## src/hdl/mpgs_pkg.sv

```systemverilog
// Package with the shared constants, types and helper function of the gate sequencer.
`timescale 1ns / 1ps

package mpgs_pkg;

    // Counter width for the clock period, the sample counter and the gate length.
    localparam int COUNT_BITS   = 24;
    // Gate length in samples used before any clock period has been measured.
    localparam int DEFAULT_GATE = 48;

    localparam int PATTERN_BITS = 16;
    localparam int MULT_BITS    = 5;
    localparam int STEPS_BITS   = 5;
    localparam int WIDTH_BITS   = 9;
    localparam int STEP_BITS    = 4;
    localparam int MODE_BITS    = 2;

    localparam int CFG_INDEX_BITS = 3;
    localparam int CFG_DATA_BITS  = 16;

    typedef logic [COUNT_BITS-1:0]   count_t;
    typedef logic [PATTERN_BITS-1:0] pattern_t;
    typedef logic [STEP_BITS-1:0]    step_t;

    localparam longint unsigned CNT_MAX_L = (64'd1 << COUNT_BITS) - 64'd1;
    localparam count_t CNT_MAX = COUNT_BITS'(CNT_MAX_L);
    localparam count_t DEFAULT_LEN =
        COUNT_BITS'((64'(DEFAULT_GATE) > CNT_MAX_L) ? CNT_MAX_L : 64'(DEFAULT_GATE));

    // Register indexes on the configuration channel.
    localparam logic [CFG_INDEX_BITS-1:0] REG_BASE_PATTERN = 3'd0;
    localparam logic [CFG_INDEX_BITS-1:0] REG_MASK_MODE    = 3'd1;
    localparam logic [CFG_INDEX_BITS-1:0] REG_MULTIPLIER   = 3'd2;
    localparam logic [CFG_INDEX_BITS-1:0] REG_STEP_COUNT   = 3'd3;
    localparam logic [CFG_INDEX_BITS-1:0] REG_GATE_WIDTH   = 3'd4;

    // Mask selection codes.
    localparam logic [MODE_BITS-1:0] MASK_NONE = 2'd0;
    localparam logic [MODE_BITS-1:0] MASK_A    = 2'd1;
    localparam logic [MODE_BITS-1:0] MASK_B    = 2'd2;
    localparam logic [MODE_BITS-1:0] MASK_C    = 2'd3;

    localparam pattern_t MASK_A_WORD = 16'h0F0F;
    localparam pattern_t MASK_B_WORD = 16'hF003;
    localparam pattern_t MASK_C_WORD = 16'h01F0;

    localparam logic [MULT_BITS-1:0]  MULT_MAX   = 5'd16;
    localparam logic [STEPS_BITS-1:0] STEPS_MAX  = 5'd16;
    localparam logic [WIDTH_BITS-1:0] WIDTH_FULL = 9'd256;

    // Remainder of a value up to 16 by a length of 1 to 16, by five
    // shifted compare-and-subtract steps.
    function automatic step_t step_wrap(input logic [STEPS_BITS-1:0] value,
                                        input logic [STEPS_BITS-1:0] len);
        logic [STEPS_BITS+STEP_BITS-1:0] rem;
        logic [STEPS_BITS+STEP_BITS-1:0] sub;
        rem = {{STEP_BITS{1'b0}}, value};
        for (int k = STEP_BITS; k >= 0; k--)
        begin
            sub = {{STEP_BITS{1'b0}}, len} << k;
            if (rem >= sub)
            begin
                rem = rem - sub;
            end
        end
        return rem[STEP_BITS-1:0];
    endfunction

endpackage

```

## src/hdl/mpgs_if.sv

```systemverilog
// Channel interfaces for samples, gate results and configuration writes.
`timescale 1ns / 1ps

interface mpgs_sample_if;
    logic valid;
    logic ready;
    logic clock_high;
    logic reset_high;
    modport source (output valid, clock_high, reset_high, input ready);
    modport sink   (input valid, clock_high, reset_high, output ready);
endinterface

interface mpgs_gate_if;
    logic valid;
    logic ready;
    logic gate_out;
    modport source (output valid, gate_out, input ready);
    modport sink   (input valid, gate_out, output ready);
endinterface

interface mpgs_cfg_if;
    import mpgs_pkg::*;
    logic                      valid;
    logic                      ready;
    logic [CFG_INDEX_BITS-1:0] index;
    logic [CFG_DATA_BITS-1:0]  data;
    modport source (output valid, index, data, input ready);
    modport sink   (input valid, index, data, output ready);
endinterface

```

## src/hdl/masked_pattern_gate_sequencer.sv

```systemverilog
// Top level of the masked pattern gate sequencer: sample channel in, gate channel out.
`timescale 1ns / 1ps

// Each word on the samples channel is one audio sample carrying the levels of
// a clock input and a reset input. For each sample the block returns exactly
// one word on the gates channel holding the gate level for that sample.
// The cfg channel writes the five registers (base pattern, mask mode,
// multiplier, step count, gate width); it is always ready and must only be
// used while no sample is in flight.
//
// A sample is taken into an input register, processed by combinational logic
// (edge detection, the pattern multiply, the gate length multiply and the
// counter updates) and written into the output register. The gate word is
// valid once the output register holds it. One sample is accepted every
// cycle while the receiver does not stall, since all the work for a sample
// is a single pass of logic.
//
// When the receiver stalls, the output register holds its word and the input
// register holds the next sample; the samples channel drops ready only when
// both are full. Reset clears both registers, the sequencer state and the
// configuration registers to their defaults (step count 16, width one half).

module masked_pattern_gate_sequencer (
    input  logic                 clk,
    input  logic                 rst_n,
    mpgs_sample_if.sink          samples,
    mpgs_gate_if.source          gates,
    mpgs_cfg_if.sink             cfg
);
    import mpgs_pkg::*;

    localparam int PROD_BITS = WIDTH_BITS + COUNT_BITS;
    localparam int GLEN_BITS = PROD_BITS - 8;

    // Configuration registers.
    pattern_t                base_pattern_reg;
    logic [MODE_BITS-1:0]    mask_mode_reg;
    logic [MULT_BITS-1:0]    multiplier_reg;
    logic [STEPS_BITS-1:0]   step_count_reg;
    logic [WIDTH_BITS-1:0]   gate_width_reg;

    // Input and output registers.
    logic in_valid_reg;
    logic clock_smp_reg;
    logic reset_smp_reg;
    logic out_valid_reg;
    logic gate_reg;

    // Sequencer state.
    logic   clock_prev_reg, clock_prev_next;
    logic   reset_prev_reg, reset_prev_next;
    step_t  step_reg, step_next;
    count_t since_reg, since_next;
    count_t period_reg, period_next;
    count_t gate_left_reg, gate_left_next;
    logic   gate_next;

    logic process;

    // A sample is processed when the output register is free or is being emptied.
    assign process       = in_valid_reg && (!out_valid_reg || gates.ready);
    assign samples.ready = !in_valid_reg || process;
    assign gates.valid   = out_valid_reg;
    assign gates.gate_out = gate_reg;
    assign cfg.ready     = 1'b1;

    // Pattern and gate length logic.
    pattern_t               masked;
    logic [MULT_BITS-1:0]   fac;
    logic [PATTERN_BITS+MULT_BITS-1:0] pat_prod;
    pattern_t               pattern;
    logic [STEPS_BITS-1:0]  len;
    logic [WIDTH_BITS-1:0]  width;
    logic                   clk_rise;
    logic                   rst_rise;
    step_t                  step_cur;
    count_t                 gate_left_cur;
    logic [PROD_BITS-1:0]   glen_prod;
    logic [GLEN_BITS-1:0]   glen_raw;
    count_t                 glen;

    always_comb
    begin
        unique case (mask_mode_reg)
            MASK_A:    masked = base_pattern_reg & MASK_A_WORD;
            MASK_B:    masked = base_pattern_reg & MASK_B_WORD;
            MASK_C:    masked = base_pattern_reg & MASK_C_WORD;
            default:   masked = base_pattern_reg;
        endcase
        fac      = (multiplier_reg > MULT_MAX) ? MULT_MAX : multiplier_reg;
        pat_prod = {{MULT_BITS{1'b0}}, masked} * {{PATTERN_BITS{1'b0}}, fac};
        // Fold the product's upper bits back onto its low sixteen bits.
        pattern  = pat_prod[PATTERN_BITS-1:0]
                 | {{(PATTERN_BITS-MULT_BITS){1'b0}}, pat_prod[PATTERN_BITS+MULT_BITS-1:PATTERN_BITS]};
    end

    always_comb
    begin
        if (step_count_reg == '0)
        begin
            len = STEPS_BITS'(1);
        end
        else if (step_count_reg > STEPS_MAX)
        begin
            len = STEPS_MAX;
        end
        else
        begin
            len = step_count_reg;
        end
        width = (gate_width_reg > WIDTH_FULL) ? WIDTH_FULL : gate_width_reg;
    end

    always_comb
    begin
        clk_rise = clock_smp_reg && !clock_prev_reg;
        rst_rise = reset_smp_reg && !reset_prev_reg;

        clock_prev_next = clock_smp_reg;
        reset_prev_next = reset_smp_reg;

        // Reset edge acts first, so a clock edge in the same sample sees step zero.
        step_cur      = rst_rise ? '0 : step_reg;
        gate_left_cur = rst_rise ? '0 : gate_left_reg;

        // A clock edge with no samples counted keeps the previous period.
        if (clk_rise && (since_reg != '0))
        begin
            period_next = since_reg;
        end
        else
        begin
            period_next = period_reg;
        end

        glen_prod = {{COUNT_BITS{1'b0}}, width} * {{WIDTH_BITS{1'b0}}, period_next};
        glen_raw  = glen_prod[PROD_BITS-1:8];
        if (period_next == '0)
        begin
            glen = DEFAULT_LEN;
        end
        else if (glen_raw > {{(GLEN_BITS-COUNT_BITS){1'b0}}, CNT_MAX})
        begin
            glen = CNT_MAX;
        end
        else if (glen_raw == '0)
        begin
            glen = COUNT_BITS'(1);
        end
        else
        begin
            glen = glen_raw[COUNT_BITS-1:0];
        end

        step_next = step_cur;
        if (clk_rise)
        begin
            if (pattern[4'd15 - step_cur])
            begin
                gate_left_cur = glen;
            end
            step_next = step_wrap({1'b0, step_cur} + STEPS_BITS'(1), len);
        end

        if (clk_rise)
        begin
            since_next = COUNT_BITS'(1);
        end
        else if (since_reg != CNT_MAX)
        begin
            since_next = since_reg + COUNT_BITS'(1);
        end
        else
        begin
            since_next = since_reg;
        end

        gate_next      = (gate_left_cur != '0);
        gate_left_next = gate_next ? gate_left_cur - COUNT_BITS'(1) : gate_left_cur;
    end

    // Configuration registers.
    always_ff @(posedge clk or negedge rst_n)
    begin
        if (!rst_n)
        begin
            base_pattern_reg <= '0;
            mask_mode_reg    <= MASK_NONE;
            multiplier_reg   <= '0;
            step_count_reg   <= STEPS_MAX;
            gate_width_reg   <= WIDTH_BITS'(128);
        end
        else if (cfg.valid)
        begin
            case (cfg.index)
                REG_BASE_PATTERN: base_pattern_reg <= cfg.data[PATTERN_BITS-1:0];
                REG_MASK_MODE:    mask_mode_reg    <= cfg.data[MODE_BITS-1:0];
                REG_MULTIPLIER:   multiplier_reg   <= cfg.data[MULT_BITS-1:0];
                REG_STEP_COUNT:   step_count_reg   <= cfg.data[STEPS_BITS-1:0];
                REG_GATE_WIDTH:   gate_width_reg   <= cfg.data[WIDTH_BITS-1:0];
                default:          ;
            endcase
        end
    end

    // Handshake control and sequencer state.
    always_ff @(posedge clk or negedge rst_n)
    begin
        if (!rst_n)
        begin
            in_valid_reg   <= 1'b0;
            out_valid_reg  <= 1'b0;
            clock_prev_reg <= 1'b0;
            reset_prev_reg <= 1'b0;
            step_reg       <= '0;
            since_reg      <= '0;
            period_reg     <= '0;
            gate_left_reg  <= '0;
        end
        else
        begin
            if (samples.valid && samples.ready)
            begin
                in_valid_reg <= 1'b1;
            end
            else if (process)
            begin
                in_valid_reg <= 1'b0;
            end

            if (process)
            begin
                out_valid_reg  <= 1'b1;
                clock_prev_reg <= clock_prev_next;
                reset_prev_reg <= reset_prev_next;
                step_reg       <= step_next;
                since_reg      <= since_next;
                period_reg     <= period_next;
                gate_left_reg  <= gate_left_next;
            end
            else if (gates.ready)
            begin
                out_valid_reg <= 1'b0;
            end
        end
    end

    // Payload registers.
    always_ff @(posedge clk)
    begin
        if (samples.valid && samples.ready)
        begin
            clock_smp_reg <= samples.clock_high;
            reset_smp_reg <= samples.reset_high;
        end
        if (process)
        begin
            gate_reg <= gate_next;
        end
    end

endmodule
```

## src/flat_wrapper.sv

```systemverilog
// flat-port wrapper written by rule: the top's interface ports become plain ports
module masked_pattern_gate_sequencer_flat import mpgs_pkg::*;
  (clk, rst_n, samples_valid, samples_clock_high, samples_reset_high, samples_ready, gates_valid, gates_gate_out, gates_ready, cfg_valid, cfg_index, cfg_data, cfg_ready);
  mpgs_sample_if samples_i ();
  mpgs_gate_if gates_i ();
  mpgs_cfg_if cfg_i ();
  input  logic clk;
  input  logic rst_n;
  input wire logic [$bits(samples_i.valid)-1:0] samples_valid;
  input wire logic [$bits(samples_i.clock_high)-1:0] samples_clock_high;
  input wire logic [$bits(samples_i.reset_high)-1:0] samples_reset_high;
  output wire logic [$bits(samples_i.ready)-1:0] samples_ready;
  output wire logic [$bits(gates_i.valid)-1:0] gates_valid;
  output wire logic [$bits(gates_i.gate_out)-1:0] gates_gate_out;
  input wire logic [$bits(gates_i.ready)-1:0] gates_ready;
  input wire logic [$bits(cfg_i.valid)-1:0] cfg_valid;
  input wire logic [$bits(cfg_i.index)-1:0] cfg_index;
  input wire logic [$bits(cfg_i.data)-1:0] cfg_data;
  output wire logic [$bits(cfg_i.ready)-1:0] cfg_ready;
  assign samples_i.valid = samples_valid;
  assign samples_i.clock_high = samples_clock_high;
  assign samples_i.reset_high = samples_reset_high;
  assign samples_ready = samples_i.ready;
  assign gates_valid = gates_i.valid;
  assign gates_gate_out = gates_i.gate_out;
  assign gates_i.ready = gates_ready;
  assign cfg_i.valid = cfg_valid;
  assign cfg_i.index = cfg_index;
  assign cfg_i.data = cfg_data;
  assign cfg_ready = cfg_i.ready;
  masked_pattern_gate_sequencer u_core (.clk(clk), .rst_n(rst_n), .samples(samples_i), .gates(gates_i), .cfg(cfg_i));
endmodule
```

## config.mk

```make
export PLATFORM = sky130hd
export DESIGN_NAME = masked_pattern_gate_sequencer_flat
export DESIGN_NICKNAME = d
export VERILOG_FILES = /design/src/hdl/mpgs_pkg.sv /design/src/hdl/mpgs_if.sv /design/src/hdl/masked_pattern_gate_sequencer.sv /design/src/flat_wrapper.sv
export SDC_FILE = /design/constraint.sdc
export NUM_CORES = 1
export LEC_CHECK = 0
export ABC_AREA = 1
export BUFFER_PORTS_ARGS = -buffer_cell sky130_fd_sc_hd__buf_2
export CAP_MARGIN = 20
export CORE_UTILIZATION = 40
export CTS_CLUSTER_DIAMETER = 120
export DETAILED_ROUTE_END_ITERATION = 12
export GPL_TIMING_DRIVEN = 0
export SYNTH_ARGS = -nofsm -noshare
export SYNTH_HDL_FRONTEND = slang
export SYNTH_SLANG_ARGS = --single-unit
export TNS_END_PERCENT = 100
```

## constraint.sdc

```tcl
create_clock -name clk -period 7.35 [get_ports clk]
set_input_delay 1.47 -clock clk [delete_from_list [all_inputs] [get_ports clk]]
set_output_delay 1.47 -clock clk [all_outputs]
set_load 0.005 [all_outputs]
```

## Yosys cells after proc, flatten, opt, wreduce, memory -nomap -nowiden

Index checks and enable logic that the tools add are counted.

| word-level totals | value |
|---|---|
| output and inout port bits | 4 |
| register bits | 120 |
| word-level logic and storage cells | 104 |

| cells by class | value |
|---|---|
| reductions and logical operators | 26 |
| $add $sub $neg | 9 |
| multipliers | 2 |
| order comparisons | 10 |
| eq/ne operators | 8 |
| bitwise logic cells | 1 |
| mux-type cells | 32 |

Operators by type and width:

| kind | number |
|---|---|
| 24-bit 2-to-1 mux | 10 |
| 9-bit 2-to-1 mux | 9 |
| 16-bit case mux with 3 select lines | 1 |
| 24-bit nonzero test | 2 |
| 9-bit by 24-bit multiplier with 33-bit output | 1 |
| 25-bit by 24-bit > comparator with 1-bit output (second input constant) | 1 |
| 25-bit zero test | 1 |
| 24-bit by 1-bit adder with 24-bit output (second input constant) | 1 |
| 24-bit zero test | 1 |
| 24-bit inequality test (second input constant) | 1 |
| 24-bit by 1-bit subtractor with 24-bit output (second input constant) | 1 |
| 16-bit by 5-bit multiplier with 21-bit output | 1 |
| 16-bit by 5-bit OR with 16-bit output | 1 |
| 5-bit 2-to-1 mux | 3 |
| 4-bit 2-to-1 mux | 3 |
| 2-bit AND reduction | 6 |
| 5-bit > comparator (second input constant) | 2 |
| 5-bit by 9-bit >= comparator with 1-bit output | 1 |
| 9-bit by 5-bit >= comparator with 1-bit output | 1 |
| 9-bit by 6-bit >= comparator with 1-bit output | 1 |
| 9-bit by 7-bit >= comparator with 1-bit output | 1 |
| 9-bit by 8-bit >= comparator with 1-bit output | 1 |
| 9-bit > comparator (second input constant) | 1 |
| 5-bit by 9-bit subtractor with 9-bit output | 1 |
| other kinds (20) | 36 |

## Longest topological paths before layout

Gate-level depths: netlist (run 1).

| depth | value |
|---|---|
| word-level depth | 19 |
| mapped depth | 59 |
| mapped depth without buffers | 59 |

## Worst setup path after synthesis (run 1)

OpenSTA, ideal clock, no wires.

| timing | value |
|---|---|
| path type | register to register |
| start point | register u_core.reset_smp_reg, in the netlist u_core.reset_prev_next |
| end point | register u_core.step_reg[0] |
| path slack | -0.220 ns |
| buffers on the path | 0 |
| arrival time | 7.454 ns |
| period minus slack after synthesis | 7.570 ns |
| stages on the path, launching flop included | 55 |
| data required time | 7.233 ns |
| path through | edfxtp_1 > nand2_2 > nand2_1 > inv_2 > ha_1 > nand3_1 > ha_1 > inv_1 > nor3_1 > nand4_1 > nand2_1 > nand3_2 > nand2_1 > o21a_1 > inv_1 > fa_1 > o21ai_0 > a221oi_1 > [19 not listed] > nor2_4 > nand2_1 > o21a_1 > inv_1 > ha_1 > inv_1 > o21bai_1 > a21oi_1 > nor2_1 > o31ai_1 > nand3b_1 > nor2_1 > nand2_1 > nand3b_2 > nand2_1 > nand3_1 > nand2_1 > nand2_1 |

| between the ends | value |
|---|---|
| cells in the longest elaborated chain, start to end | 18 |

RTL lines:

| item | RTL line | source |
|---|---|---|
| start, declared | masked_pattern_gate_sequencer.sv:45 | `logic reset_smp_reg;` |
| start signal, assigned | masked_pattern_gate_sequencer.sv:254 | `reset_smp_reg <= samples.reset_high;` |
| 1-bit logical AND * | masked_pattern_gate_sequencer.sv:117 | `rst_rise = reset_smp_reg && !reset_prev_reg;` |
| 4-bit 2-to-1 mux * | masked_pattern_gate_sequencer.sv:123 | `step_cur = rst_rise ? '0 : step_reg;` |
| 4-bit by 1-bit adder with 5-bit output | masked_pattern_gate_sequencer.sv:162 | `step_next = step_wrap({1'b0, step_cur} + STEPS_BITS'(1), len);` |
| 5-bit by 9-bit subtractor with 9-bit output / 5-bit by 9-bit >= comparator with 1-bit output (equally long branches) | mpgs_pkg.sv:63, mpgs_pkg.sv:61 |  |
| 9-bit 2-to-1 mux | mpgs_pkg.sv:61 | `if (rem >= sub)` |
| 9-bit 2-to-1 mux | masked_pattern_gate_sequencer.sv:156 | `if (clk_rise)` |
| 9-bit by 8-bit subtractor with 9-bit output / 9-bit by 8-bit >= comparator with 1-bit output (equally long branches) | mpgs_pkg.sv:63, mpgs_pkg.sv:61 |  |
| 9-bit 2-to-1 mux | mpgs_pkg.sv:61 |  |
| [2 not listed] | n/a |  |
| 9-bit 2-to-1 mux | mpgs_pkg.sv:61 |  |
| 9-bit 2-to-1 mux | masked_pattern_gate_sequencer.sv:156 |  |
| 9-bit by 6-bit subtractor with 9-bit output / 9-bit by 6-bit >= comparator with 1-bit output (equally long branches) | mpgs_pkg.sv:63, mpgs_pkg.sv:61 |  |
| 9-bit 2-to-1 mux | mpgs_pkg.sv:61 |  |
| 9-bit 2-to-1 mux | masked_pattern_gate_sequencer.sv:156 |  |
| 9-bit by 5-bit >= comparator with 1-bit output / 4-bit subtractor (equally long branches) | mpgs_pkg.sv:61, mpgs_pkg.sv:63 |  |
| 4-bit 2-to-1 mux | mpgs_pkg.sv:61 |  |
| 4-bit 2-to-1 mux * | masked_pattern_gate_sequencer.sv:156 |  |
| end signal, assigned | masked_pattern_gate_sequencer.sv:236 | `step_reg <= step_next;` |
| end, declared | masked_pattern_gate_sequencer.sv:52 | `step_t step_reg, step_next;` |

Mark *: on every way between the ends. The rest lies on a longest branch, timed or not. The select of a mux whose other input is x is not followed.
A chain may end at the register's enable or synchronous reset.

## Worst setup path in the final report (run 1)

Same ends and word-level chain as after synthesis.

==> results of run 1 <==
cell families (layout without fill, tap and decap cells):
group / Yosys count / count (layout) / share of synthesized area
fa+ha+maj: 305 / 305 / 0.300
buf+inv: 522 / 692 / 0.115
other cells: 1 / 1 / 0.000211
flops: 120 / 120 / 0.170
simple gates: 1233 / 1234 / 0.297
xor+xnor: 39 / 39 / 0.0192
mux: 7 / 7 / 0.00444
compound gates: 288 / 291 / 0.0937
timing repair:
action	4_1_cts	5_1_grt
hold buffers	0	0
resized for setup	140	186
pin swaps	43	87
cloned	1	5
endpoints found under the setup margin	29	29
buffers inserted	37	71
worst max-delay path: cells and delay by family, from the launching register on:
| kind | cells | cell delay [ns] |
|---|---|---|
| fa+ha+maj | 6 | 1.58 |
| simple gates | 28 | 2.97 |
| buf+inv | 9 | 0.75 |
| compound gates | 9 | 1.57 |
| flops | 1 | 0.49 |
cells in the final DEF (no fill, tap or decap), types with 30 or more instances in the layout:
master and n:
nand3_1 130, inv_1 423, a21oi_1 56, nor2_2 30
dfrtp_1 108, fa_1 193, ha_1 75, inv_2 32
buf_4 105, nand2_1 576, buf_2 35, ha_4 30
nor2_1 314, o21ai_0 102, nand2_2 49
area by class of cell:
type	count	area, µm²	area share
Clock buffer	17	425	0.0198
Inverter	465	1770	0.0826
Clock inverter	15	158	0.00735
Timing Repair Buffer	139	1110	0.0516
Multi-Input combinational cell	1877	13800	0.646
Buffer	56	374	0.0174
Sequential cell	120	3030	0.141
Tap cell	585	732	0.0341
per-layer routing:
layer / wire length [µm] / up-vias / track usage
met3: 3050 / 80 / 0.0396
li1: - / 8133 / -
met1: 24300 / 8274 / 0.322
met5: 0 / - / 0
met2: 25400 / 477 / 0.398
met4: 1150 / 0 / 0.0665
worst paths after layout:
check,endpoint,slack (ns),cells past startpoint
max,u_core.step_reg[0],-0.14,52
min in group asynchronous,u_core.period_reg[16],0.97,1
max in group asynchronous,u_core.step_count_reg[4],5.60,2
min reg2reg,u_core.gate_left_reg[22],0.48,2
min,u_core.gate_left_reg[22],0.48,2
max reg2reg,u_core.step_reg[0],-0.14,52
through the flow:
stage	hold WS, ns	area [µm²]
final	0.481	21400
after global routing	0.500	21400
after CTS	0.485	20100
after detailed placement	0.466	18700
after global placement	0.464	18600
after floorplan	0.447	17800
==> results.py, run 1 <==
metrics = {
    "floorplan": {
        "io_pins": 30,
        "start_util": 0.408,
        "fp.dieH_um": 213,
        "rows": 76,
        "core-area_um2": 43500,
        "fp.dieW_um": 213,
        "dieArea_um2": 45200,
    },
    "global_routing": {
        "grt_first_pass_wirelength_um": 85000,
        "grt_pass1_vias": 16800,
        "grt_max_degree": 62,
        "grt_antenna_before_repair": 0,
        "gr-total-overflow": 0,
        "grtUsageTotal": 0.240,
    },
    "cells_and_area": {
        "layout.nets": 3007,
        "fin_util": 0.493,
        "num_antenna_cells": 0,
        "fin_cells": 3274,
        "nFillCells": 4289,
        "drive_above_1_share": 0.190,
        "syn2layout_area_growth_pct": 20.8,
    },
    "placed_design": {
        "portBuffers": 28,
        "placed_cells": 3129,
        "place_hpwl_um": 41000,
        "dpl_worst_slack_ns": -1.36,
        "place_congestion": 0.923,
    },
    "synthesis": {
        "async_flop_share": 0.975,
        "ys_seq_area_frac": 0.170,
        "synth_most_common_cell": "nand2_1",
        "synthCells": 2515,
        "ys_top_cells_by_area": "fa_1 (23%), dfrtp_1 (16%), nand2_1 (13%)",
        "ys_ff_latch": 120,
        "ys.flop_type": "dfrtp_1",
        "syn_nets": 2846,
        "synth_common_cells": "nand2_1 (610), inv_1 (449), nor2_1 (342), fa_1 (200), nand3_1 (133)",
        "syn_area_um2": 17800,
        "synth_top_area_frac": 0.226,
        "syn_avg_cell_area_um2": 7.06,
        "yosysUniqueCellTypes": 55,
        "yosysWarnings": 0,
        "synth_edf_count": 3,
        "yosysTopAreaCell": "fa_1",
    },
    "clock_tree": {
        "cts_inserted_buffers": 17,
        "clock_latency_ns": 0.47,
        "cts_tree": "yes",
        "htree_levels": 4,
        "clk_transition_reported_paths_ns": 0.07,
        "cts_root_buf": "clkbuf_16",
        "cts_buffer_depth": 2,
        "cts.sinks": 120,
    },
    "routing": {
        "num_vias": 17000,
        "antenna_left": 0,
        "vias_per_cell": 5.18,
        "routed_wl_um": 53800,
        "detail_route.wl_per_cell_um": 16.4,
        "drc": 0,
        "drtIter0Drc": 1140,
        "firstDrtPassIters": 5,
    },
    "timing": {
        "post-route-period-util": 1.02,
        "grt_setup_unrepaired": "true",
        "setup_viol": 4,
        "period_minus_slack_ns": 7.49,
        "slew_headroom": 0.520,
        "drv_slew": 0,
        "skew_ns": 0.0123,
        "hold_viol_final": 0,
        "tns_ns": -0.536,
        "worst_pin_slew_ns": 0.717,
        "clock.fmax_ghz": 0.133,
        "setup_ws_ns": -0.141,
    },
    "critical_path": {
        "critical-path-max-stage-delay_ns": 0.49,
        "criticalPathCategory": "register to register",
        "timing.critical_path.to_type": "register",
        "cp_slowest_cell": "edfxtp_1",
        "arrival_ns": 7.84,
        "crit_path_start_kind": "register",
        "cp-startpoint": "u_core.reset_prev_next",
        "cp.required_ns": 7.70,
        "crit_fanout": 7,
        "reg2reg_from": "u_core.reset_prev_next",
    },
    "outcome": {
        "status": "finished with violations",
        "violations": "negative setup slack",
    },
    "hold_path": {
        "hold_class": "register to register",
        "min-delay-start": "u_core.gate_left_reg[22]",
    },
    "flow_run": {
        "maxCapViolCount": 0,
    },
}
Power of run 1 is not shown: default switching activity piles up to over one toggle a cycle in this logic, so the estimate is an artifact.
==> run 2: changes to the inputs <==
--- a/config.mk
+++ b/config.mk
@@ -10,2 +10,3 @@
 export CAP_MARGIN = 20
+export CORE_ASPECT_RATIO = 0.8
 export CORE_UTILIZATION = 40
==> constraint.sdc (replaced) <==
create_clock -name clk -period 7.35 [get_ports clk]
set_input_delay 0.3675 -clock clk [delete_from_list [all_inputs] [get_ports clk]]
set_output_delay 0.3675 -clock clk [all_outputs]
set_load 0.005 [all_outputs]
==> run 2 against run 1 <==
Net effect: the run still ends with negative setup slack left; critical endpoint unchanged; hold slack lost 0.38 ns; sequential share of layout area grew 0.089 points; clock-buffer cell count grew 2; highest routed layer unchanged; clock skew grew 0.0014 ns; die area is essentially flat; cell count shrank 0.24%; non-clock buffer count shrank 19; register-to-register slack gained 0.03 ns; first-iteration DRC count grew 3.2%; flip-flop and latch count is the same; critical path depth grew 3; setup slack gained 0.034 ns.
==> results.py, run 2 (synthesis results as in run 1) <==
metrics = {
    "outcome": {
        "status": "finished with violations",
        "violations": "negative setup slack",
    },
    "timing": {
        "hold_viol_final": 0,
        "setup_ws_ns": -0.107,
        "drv_slew": 0,
        "period_minus_slack_ns": 7.46,
        "worst_pin_slew_ns": 0.774,
        "clock.fmax_ghz": 0.134,
        "post-route-period-util": 1.01,
        "slew_headroom": 0.482,
        "skew_ns": 0.0137,
        "setup_viol": 4,
        "grt_setup_unrepaired": "true",
    },
    "placed_design": {
        "place_congestion": 0.941,
        "placed_cell_area_um2": 18700,
        "placed_cells": 3139,
        "dpl_worst_slack_ns": -1.42,
        "place_hpwl_um": 41300,
        "portBuffers": 28,
    },
    "critical_path": {
        "timing.critical_path.to_type": "register",
        "cp_slowest_cell": "edfxtp_1",
        "r2r_end": "u_core.step_reg[0]",
        "criticalPathCategory": "register to register",
        "reg2reg_depth": 55,
        "crit_path_start_kind": "register",
        "crit_fanout": 6,
        "cp.required_ns": 7.69,
        "rrSetupSlack_ns": -0.11,
        "arrival_ns": 7.80,
        "critical-path-max-stage-delay_ns": 0.50,
        "reg2reg_from": "u_core.reset_prev_next",
    },
    "global_routing": {
        "grt_first_pass_wirelength_um": 86800,
        "grt_antenna_before_repair": 0,
        "grt_pass1_vias": 16900,
        "grtUsageTotal": 0.242,
        "gr-total-overflow": 0,
        "grt_max_degree": 92,
    },
    "hold_path": {
        "min-delay-start": "samples_reset_high",
        "whs_endpoint": "u_core.reset_prev_next",
        "hold_depth": 1,
        "hold_class": "primary input to register",
    },
    "cells_and_area": {
        "final_design_area_no_fill_um2": 21300,
        "fin_cells": 3266,
        "layout.nets": 2989,
        "num_antenna_cells": 0,
        "drive_above_1_share": 0.181,
        "syn2layout_area_growth_pct": 19.9,
        "mostFrequentLayoutCell": "nand2_1",
        "final_cell_mix": "nand2_1 (577), inv_1 (424), nor2_1 (318), fa_1 (191), nand3_1 (126)",
        "nFillCells": 4329,
        "fin_util": 0.489,
    },
    "routing": {
        "firstDrtPassIters": 6,
        "antenna_left": 0,
        "detail_route.wl_per_cell_um": 16.5,
        "vias_per_cell": 5.19,
        "routed_wl_um": 53700,
        "drc": 0,
        "num_vias": 17000,
        "drtIter0Drc": 1177,
    },
    "clock_tree": {
        "clock_latency_ns": 0.46,
        "cts_root_buf": "clkbuf_16",
        "cts.sinks": 120,
        "htree_levels": 4,
        "cts_inserted_buffers": 17,
        "cts_tree": "yes",
        "cts_buffer_depth": 2,
        "clk_transition_reported_paths_ns": 0.07,
    },
    "floorplan": {
        "fp.dieW_um": 238,
        "dieArea_um2": 45200,
        "core-area_um2": 43500,
        "rows": 68,
        "io_pins": 30,
        "start_util": 0.408,
        "fp.dieH_um": 190,
    },
    "flow_run": {
        "maxCapViolCount": 0,
    },
}
[run 2: metal layers]
| metal | up-vias | global-route usage | part of all wire |
|---|---|---|---|
| li1 | 8087 | - | - |
| met4 | 0 | 0.0586 | 0.013 |
| met1 | 8293 | 0.346 | 0.48 |
| met3 | 55 | 0.0407 | 0.065 |
| met2 | 521 | 0.380 | 0.44 |
| met5 | - | 0 | 0 |
[run 2: repair_timing]
item | in CTS | in global routing
gates resized for setup | 130 | 169
gates cloned | 2 | 6
endpoints found under the setup margin | 29 | 29
pin swaps | 48 | 59
hold buffers | 1 | 0
buffers inserted | 37 | 51
hold endpoints to repair | 26 | 0
[run 2: metrics by stage]
step | hold WS (ns) | TNS (ns)
3_3_place_gp | 0.464 | -25.02
5_1_grt | 0.0947 | -5.48
3_5_place_dp | 0.259 | -28.12
2_1_floorplan | 0.0719 | 0
4_1_cts | 0.0876 | 0
6_report | 0.101 | -0.325
[run 2: layout make-up]
type / count / area, µm² / area share
multi-input cells: 1878 / 13800 / 0.650
well taps: 595 / 744 / 0.0350
plain buffers: 55 / 370 / 0.0174
flip-flops and latches: 120 / 3030 / 0.142
clock inverters: 13 / 134 / 0.00629
inverters: 465 / 1780 / 0.0835
repair buffers: 121 / 936 / 0.0440
clock buffers: 19 / 464 / 0.0218
[run 2: how the worst max path moves through the flow]
stage                                      start                        to  slack (ns)  cells after the start
after floorplan            u_core.reset_prev_reg        u_core.step_reg[0]        0.01                     52
after global placement    u_core.reset_prev_next        u_core.step_reg[1]       -1.14                     52
after detailed placement  u_core.reset_prev_next        u_core.step_reg[1]       -1.42                     52
after CTS                    u_core.since_reg[1]  u_core.gate_left_reg[12]      0.0005                     43
after global routing      u_core.reset_prev_next        u_core.step_reg[0]       -0.61                     55
final                     u_core.reset_prev_next        u_core.step_reg[0]       -0.11                     55
[run 2: critical path, delay by kind of cell, from the launching register on]
kind / cells / cell delay (ns)
and+or+nand+nor: 29 / 2.75
AOI/OAI and AO/OA: 12 / 1.89
adders and majority gates: 6 / 1.53
buffers and inverters: 8 / 0.68
DFF: 1 / 0.50
Power of run 2 is left out for the same reason.
